==> src/rtl/core/equirect_env_map_lookup_assert.svh <==
// Assertion macros used by the environment map lookup top level.
`ifndef EQUIRECT_ENV_MAP_LOOKUP_ASSERT_SVH
`define EQUIRECT_ENV_MAP_LOOKUP_ASSERT_SVH

// Same-cycle implication, sampled on clk, off while arst_n is low.
`define EQMAP_ASSERT_NOW(lbl, ant, con) \
	lbl: assert property (@(posedge clk) disable iff (!arst_n) (ant) |-> (con)) \
		else $error("eqmap assertion failed");

// Next-cycle implication, sampled on clk, off while arst_n is low.
`define EQMAP_ASSERT_NEXT(lbl, ant, con) \
	lbl: assert property (@(posedge clk) disable iff (!arst_n) (ant) |=> (con)) \
		else $error("eqmap assertion failed");

`endif

==> src/rtl/core/eqmap_pkg.sv <==
// Package: types, constants and the arctangent table of the environment map lookup.
`timescale 1ns / 1ps
package eqmap_pkg;

	localparam int MAP_WIDTH_DEF  = 512;
	localparam int MAP_HEIGHT_DEF = 256;

	localparam int STORE_AW      = 17;
	localparam int STORE_DEPTH   = 1 << STORE_AW;
	localparam int TEXEL_W       = 24;
	localparam int COL_W         = 12;
	localparam int ROW_W         = 11;
	localparam int DIM_W         = 13;

	localparam int SQRT_STAGES   = 30;
	localparam int ROOT_W        = 30;
	localparam int REM_W         = 34;
	localparam int SUMSQ_W       = 32;

	localparam int CORDIC_STEPS  = 28;
	localparam int CORDIC_LAT    = CORDIC_STEPS + 1;
	localparam int VEC_W         = 34;
	localparam int PHASE_W       = 32;

	localparam logic [PHASE_W-1:0] PHASE_QUARTER = 32'h4000_0000;
	localparam logic [PHASE_W-1:0] PHASE_HALF    = 32'h8000_0000;
	localparam logic [PHASE_W-1:0] PHASE_3QUART  = 32'hC000_0000;

	localparam logic [PHASE_W-1:0] ATAN_TURNS [CORDIC_STEPS] = '{
		32'h20000000, 32'h12E4051E, 32'h09FB385B, 32'h051111D4, 32'h028B0D43,
		32'h0145D7E1, 32'h00A2F61E, 32'h00517C55, 32'h0028BE53, 32'h00145F2F,
		32'h000A2F98, 32'h000517CC, 32'h00028BE6, 32'h000145F3, 32'h0000A2FA,
		32'h0000517D, 32'h000028BE, 32'h0000145F, 32'h00000A30, 32'h00000518,
		32'h0000028C, 32'h00000146, 32'h000000A3, 32'h00000051, 32'h00000029,
		32'h00000014, 32'h0000000A, 32'h00000005
	};

	typedef enum logic {
		ACT_WRITE  = 1'b0,
		ACT_LOOKUP = 1'b1
	} action_t;

	typedef struct packed {
		action_t                    action;
		logic signed [15:0]         dir_x;
		logic signed [15:0]         dir_y;
		logic signed [15:0]         dir_z;
		logic [STORE_AW-1:0]        texel_index;
		logic [TEXEL_W-1:0]         texel;
	} item_t;

endpackage

==> src/rtl/core/eqmap_sqrt.sv <==
// Pipelined integer square root of sumsq * 2^28, one result bit per stage.
`timescale 1ns / 1ps
module eqmap_sqrt import eqmap_pkg::*; (
	input  logic               clk,
	input  logic               en,
	input  logic [SUMSQ_W-1:0] sumsq,
	output logic [ROOT_W-1:0]  root
);

	logic [SUMSQ_W-1:0] src_q  [SQRT_STAGES];
	logic [REM_W-1:0]   rem_q  [SQRT_STAGES];
	logic [ROOT_W-1:0]  root_q [SQRT_STAGES];

	for (genvar k = 0; k < SQRT_STAGES; k++) begin : g_stage
		logic [SUMSQ_W-1:0] src_i;
		logic [REM_W-1:0]   rem_i;
		logic [ROOT_W-1:0]  root_i;
		logic [REM_W-1:0]   rem_sh;
		logic [REM_W-1:0]   trial;

		if (k == 0) begin : g_first
			assign src_i  = sumsq;
			assign rem_i  = '0;
			assign root_i = '0;
		end else begin : g_next
			assign src_i  = src_q[k-1];
			assign rem_i  = rem_q[k-1];
			assign root_i = root_q[k-1];
		end

		// bring down the next digit pair; the low 28 input bits are zero
		assign rem_sh = {rem_i[REM_W-3:0], src_i[SUMSQ_W-1 -: 2]};
		assign trial  = REM_W'({root_i, 2'b01});

		always_ff @(posedge clk) begin
			if (en) begin
				src_q[k] <= {src_i[SUMSQ_W-3:0], 2'b00};
				if (rem_sh >= trial) begin
					rem_q[k]  <= rem_sh - trial;
					root_q[k] <= {root_i[ROOT_W-2:0], 1'b1};
				end else begin
					rem_q[k]  <= rem_sh;
					root_q[k] <= {root_i[ROOT_W-2:0], 1'b0};
				end
			end
		end
	end

	assign root = root_q[SQRT_STAGES-1];

endmodule

==> config.mk <==
export PLATFORM = sky130hd
export DESIGN_NAME = eqmap_sqrt
export DESIGN_NICKNAME = d
export VERILOG_FILES = /design/src/rtl/core/equirect_env_map_lookup_assert.svh /design/src/rtl/core/eqmap_pkg.sv /design/src/rtl/core/eqmap_sqrt.sv
export SDC_FILE = /design/constraint.sdc
export NUM_CORES = 2
export LEC_CHECK = 0
export ABC_AREA = 0
export BUFFER_PORTS_ARGS = -buffer_cell sky130_fd_sc_hd__buf_2
export CAP_MARGIN = 10
export CORE_MARGIN = 2
export CORE_UTILIZATION = 55
export DETAILED_ROUTE_END_ITERATION = 12
export GPL_TIMING_DRIVEN = 0
export PLACE_DENSITY_LB_ADDON = 0.12
export SYNTH_ARGS = -nofsm -noshare
export SYNTH_HDL_FRONTEND = slang
export SYNTH_SLANG_ARGS = --single-unit
==> constraint.sdc <==
create_clock -name clk -period 4.9 [get_ports clk]
set_input_delay 1.225 -clock clk [delete_from_list [all_inputs] [get_ports clk]]
set_output_delay 1.225 -clock clk [all_outputs]
set_load 0.03 [all_outputs]
==> flow_summary.ini <==
[run]
cap_violations = 0

[die]
rows = 141
ioPinCount = 64
die_h_um = 391
initial_utilization_pct = 55.6
dieArea_sq_um = 153000
chipWidth_um = 391
coreArea_sq_um = 148000

[setup_path]
r2r-end = rem_q[1][337]
r2r-start = root_q[1][240]
r2r_slack_ns = 0.34
crit_required_ns = 5.42
cp-end-kind = register
crit_fanout = 129
worstSetupEndpoint = rem_q[0][193]
cp-startpoint = en
startpoint_type = primary input
reg2reg_depth = 16
arrival_ns = 5.21
path_class = in2reg

[sta]
finalHoldViolCount = 0
drv_slew = 0
clock.fmax_mhz = 213
setup_viol = 0
rsz0062_at_grt = no
tightest_slew_ns = 1.20
finalClockSkew_ns = 0.0354
fin_crit_sh_pct = 95.7
period_minus_slack_ns = 4.69
setup_ws_ns = 0.210
holdWs_ns = 0.409
slew_headroom_pct = 18.8

[place]
place_area_sq_um = 85600
gp_congestion = 0.916
hpwl_um = 131000
placed_cells = 9135
portBuffers = 63
place_ws_ns = -2.66

[clocking]
cts.clk_slew.worst_paths_ns = 0.06
htree_levels = 4
clock_sinks = 1573
clockRootBuffer = clkbuf_16
cts.path.max_buffers = 3
cts_tree = yes
post_cts_buffers = 0
clk_latency_ns = 0.80
cts_made_buffers = 166

[power]
powerDensity_nw_per_um2 = 453
cellLeakagePower_nw = 35.1
vdd_drop_max_v = 0.000364
total_power_mw = 41.2

[synthesis]
seq_area_frac_synth_pct = 57.4
synth_area_leaders = edfxtp_1 57%, ha_1 7.1%, xor2_1 4.2%, xnor2_1 3.1%, o21ai_0 3.1%
synth_nets = 7636
syn_avg_cell_area_sq_um = 11.6
yosys_warnings = 0
synth_area_sq_um = 82300
yosysTopAreaCellShare_pct = 57.3
syn-instance-count = 7119
synth.distinct_cells = 92
synth_edf_count = 1572
synth_flop_cell = edfxtp_1
yosys_register_bits = 1573
synth_top_area_cell = edfxtp_1
async_reset_ff_share_pct = 0

[cells_and_area]
drive_gt1_share_pct = 6.33
stdcell_area_sq_um = 91100
antennaDiodeCount = 0
syn_to_final_growth_pct = 10.7
final_nets = 7890
final_cell_mix = 1572 x edfxtp_1, 603 x nand2_1, 602 x inv_1
nFillCells = 11709
final_common_cell = edfxtp_1
fin_cells = 9435

[global_routing]
antenna_found_initial = 3
grt_pass1_wl_um = 275000
grt_pass1_vias = 51895
grt_use_total_pct = 22.7
grt_max_degree = 130
overflow = 0

[detailed_routing]
route.detailed.drc = 0
firstDrtPassIters = 5
vias = 53585
routed_via_density = 5.68
wl_um = 173000
drt_iter0_drc = 3872
wl_per_cell_um = 18.3
ant_nets = 0

[status]
status = complete, no violations

[worst_hold_path]
hold_class = reg2reg
## how the worst min path moves through the flow
| stage | from | end | slack (ns) | depth (start not counted) |
|---|---|---|---|---|
| after global placement | src_q[0][64] | src_q[0][96] | 0.40 | 0 |
| after global routing | src_q[0][116] | src_q[0][148] | 0.42 | 0 |
| final | src_q[0][116] | src_q[0][148] | 0.41 | 0 |
| after detailed placement | src_q[0][131] | src_q[0][163] | 0.40 | 0 |
| after CTS | src_q[0][116] | src_q[0][148] | 0.41 | 0 |
| after floorplan | src_q[0][68] | src_q[0][100] | 0.40 | 0 |
## registers in the layout, summed over array words and instances, names as in the netlist
name / cells
src_q: 240
rem_q: 868
root_q: 465
## synth_stat cells (13+ instances only)
library cell / number
a211o_1: 17
a211oi_1: 47
a21boi_0: 13
a21o_1: 188
a21oi_1: 365
a31oi_1: 43
and2_1: 41
and3_1: 39
and4_1: 14
clkbuf_1: 158
edfxtp_1: 1572
fa_1: 13
ha_1: 470
inv_1: 602
mux2_2: 37
nand2_1: 603
nand2b_1: 103
nand3_1: 126
nand3b_1: 15
nand4_1: 57
nor2_1: 392
nor2b_1: 70
nor3_1: 227
nor4_1: 100
nor4b_1: 17
o211ai_1: 18
o21a_1: 78
o21ai_0: 516
o21bai_1: 56
o31ai_1: 52
or2_2: 46
or3_1: 75
or4_1: 41
xnor2_1: 295
xor2_1: 392
## metal layers
metal  vias to the layer above  GRT usage, %  part of all wire [%]
met3                       305          3.14                   4.9
met5                         -             0                0.0046
met4                         2          7.85                   3.2
met2                      1225          37.5                    47
li1                      26542             -                     -
met1                     25511          30.7                    45
## where the power goes
group          internal, mW  switching, mW  total [mW]  leakage, nW
clock                  7.40           5.18        12.6         2.66
combinational          4.08           5.71        9.79         17.6
sequential             17.4           1.43        18.9         14.9
total                  28.9           12.3        41.2         35.1
## per-stage QoR
step	util, %	TNS (ns)
floorplan	-	0
global placement	57.4	-
detailed placement	57.7	-3320.87
CTS	61.5	0
global route	61.5	0
finish	61.5	0
## critical path, stage by stage
cell and delay [ns]:
buf_12 0.43, clkbuf_2 0.62, nor4b_2 0.54, o311ai_0 0.39
nor4_1 0.60, nand3_1 0.22, nor2_1 0.41, inv_1 0.18
nand3_1 0.29, nor3_1 0.10, xor2_1 0.16
## final cells by class
cell class | instances | area (sq um) | area share (%)
Sequential cell | 1573 | 47200 | 51.8
Multi-Input combinational cell | 4766 | 32200 | 35.3
Clock inverter | 93 | 1200 | 1.32
Tap cell | 1930 | 2410 | 2.65
Clock buffer | 207 | 4310 | 4.73
Inverter | 605 | 2270 | 2.49
Timing Repair Buffer | 87 | 798 | 0.876
Buffer | 174 | 721 | 0.791
## cells by family (layout without fill, tap and decap cells)
group / count (synthesis) / count (layout) / share of synthesized area, %
mux: 45 / 45 / 0.603
buf+inv: 780 / 1166 / 3.58
xor+xnor: 687 / 687 / 7.31
compound gates: 1540 / 1540 / 11.6
flops: 1573 / 1573 / 57.4
fa+ha+maj: 483 / 483 / 7.46
simple gates: 2011 / 2011 / 12.0
## repair_timing
action | 4_1_cts | 5_1_grt
pin swaps | 0 | 0
hold buffers | 0 | 0
setup endpoints to repair | 1847 | 18
gates resized for setup | 5 | 4
No activity file was read; power rests on OpenSTA's default activity.
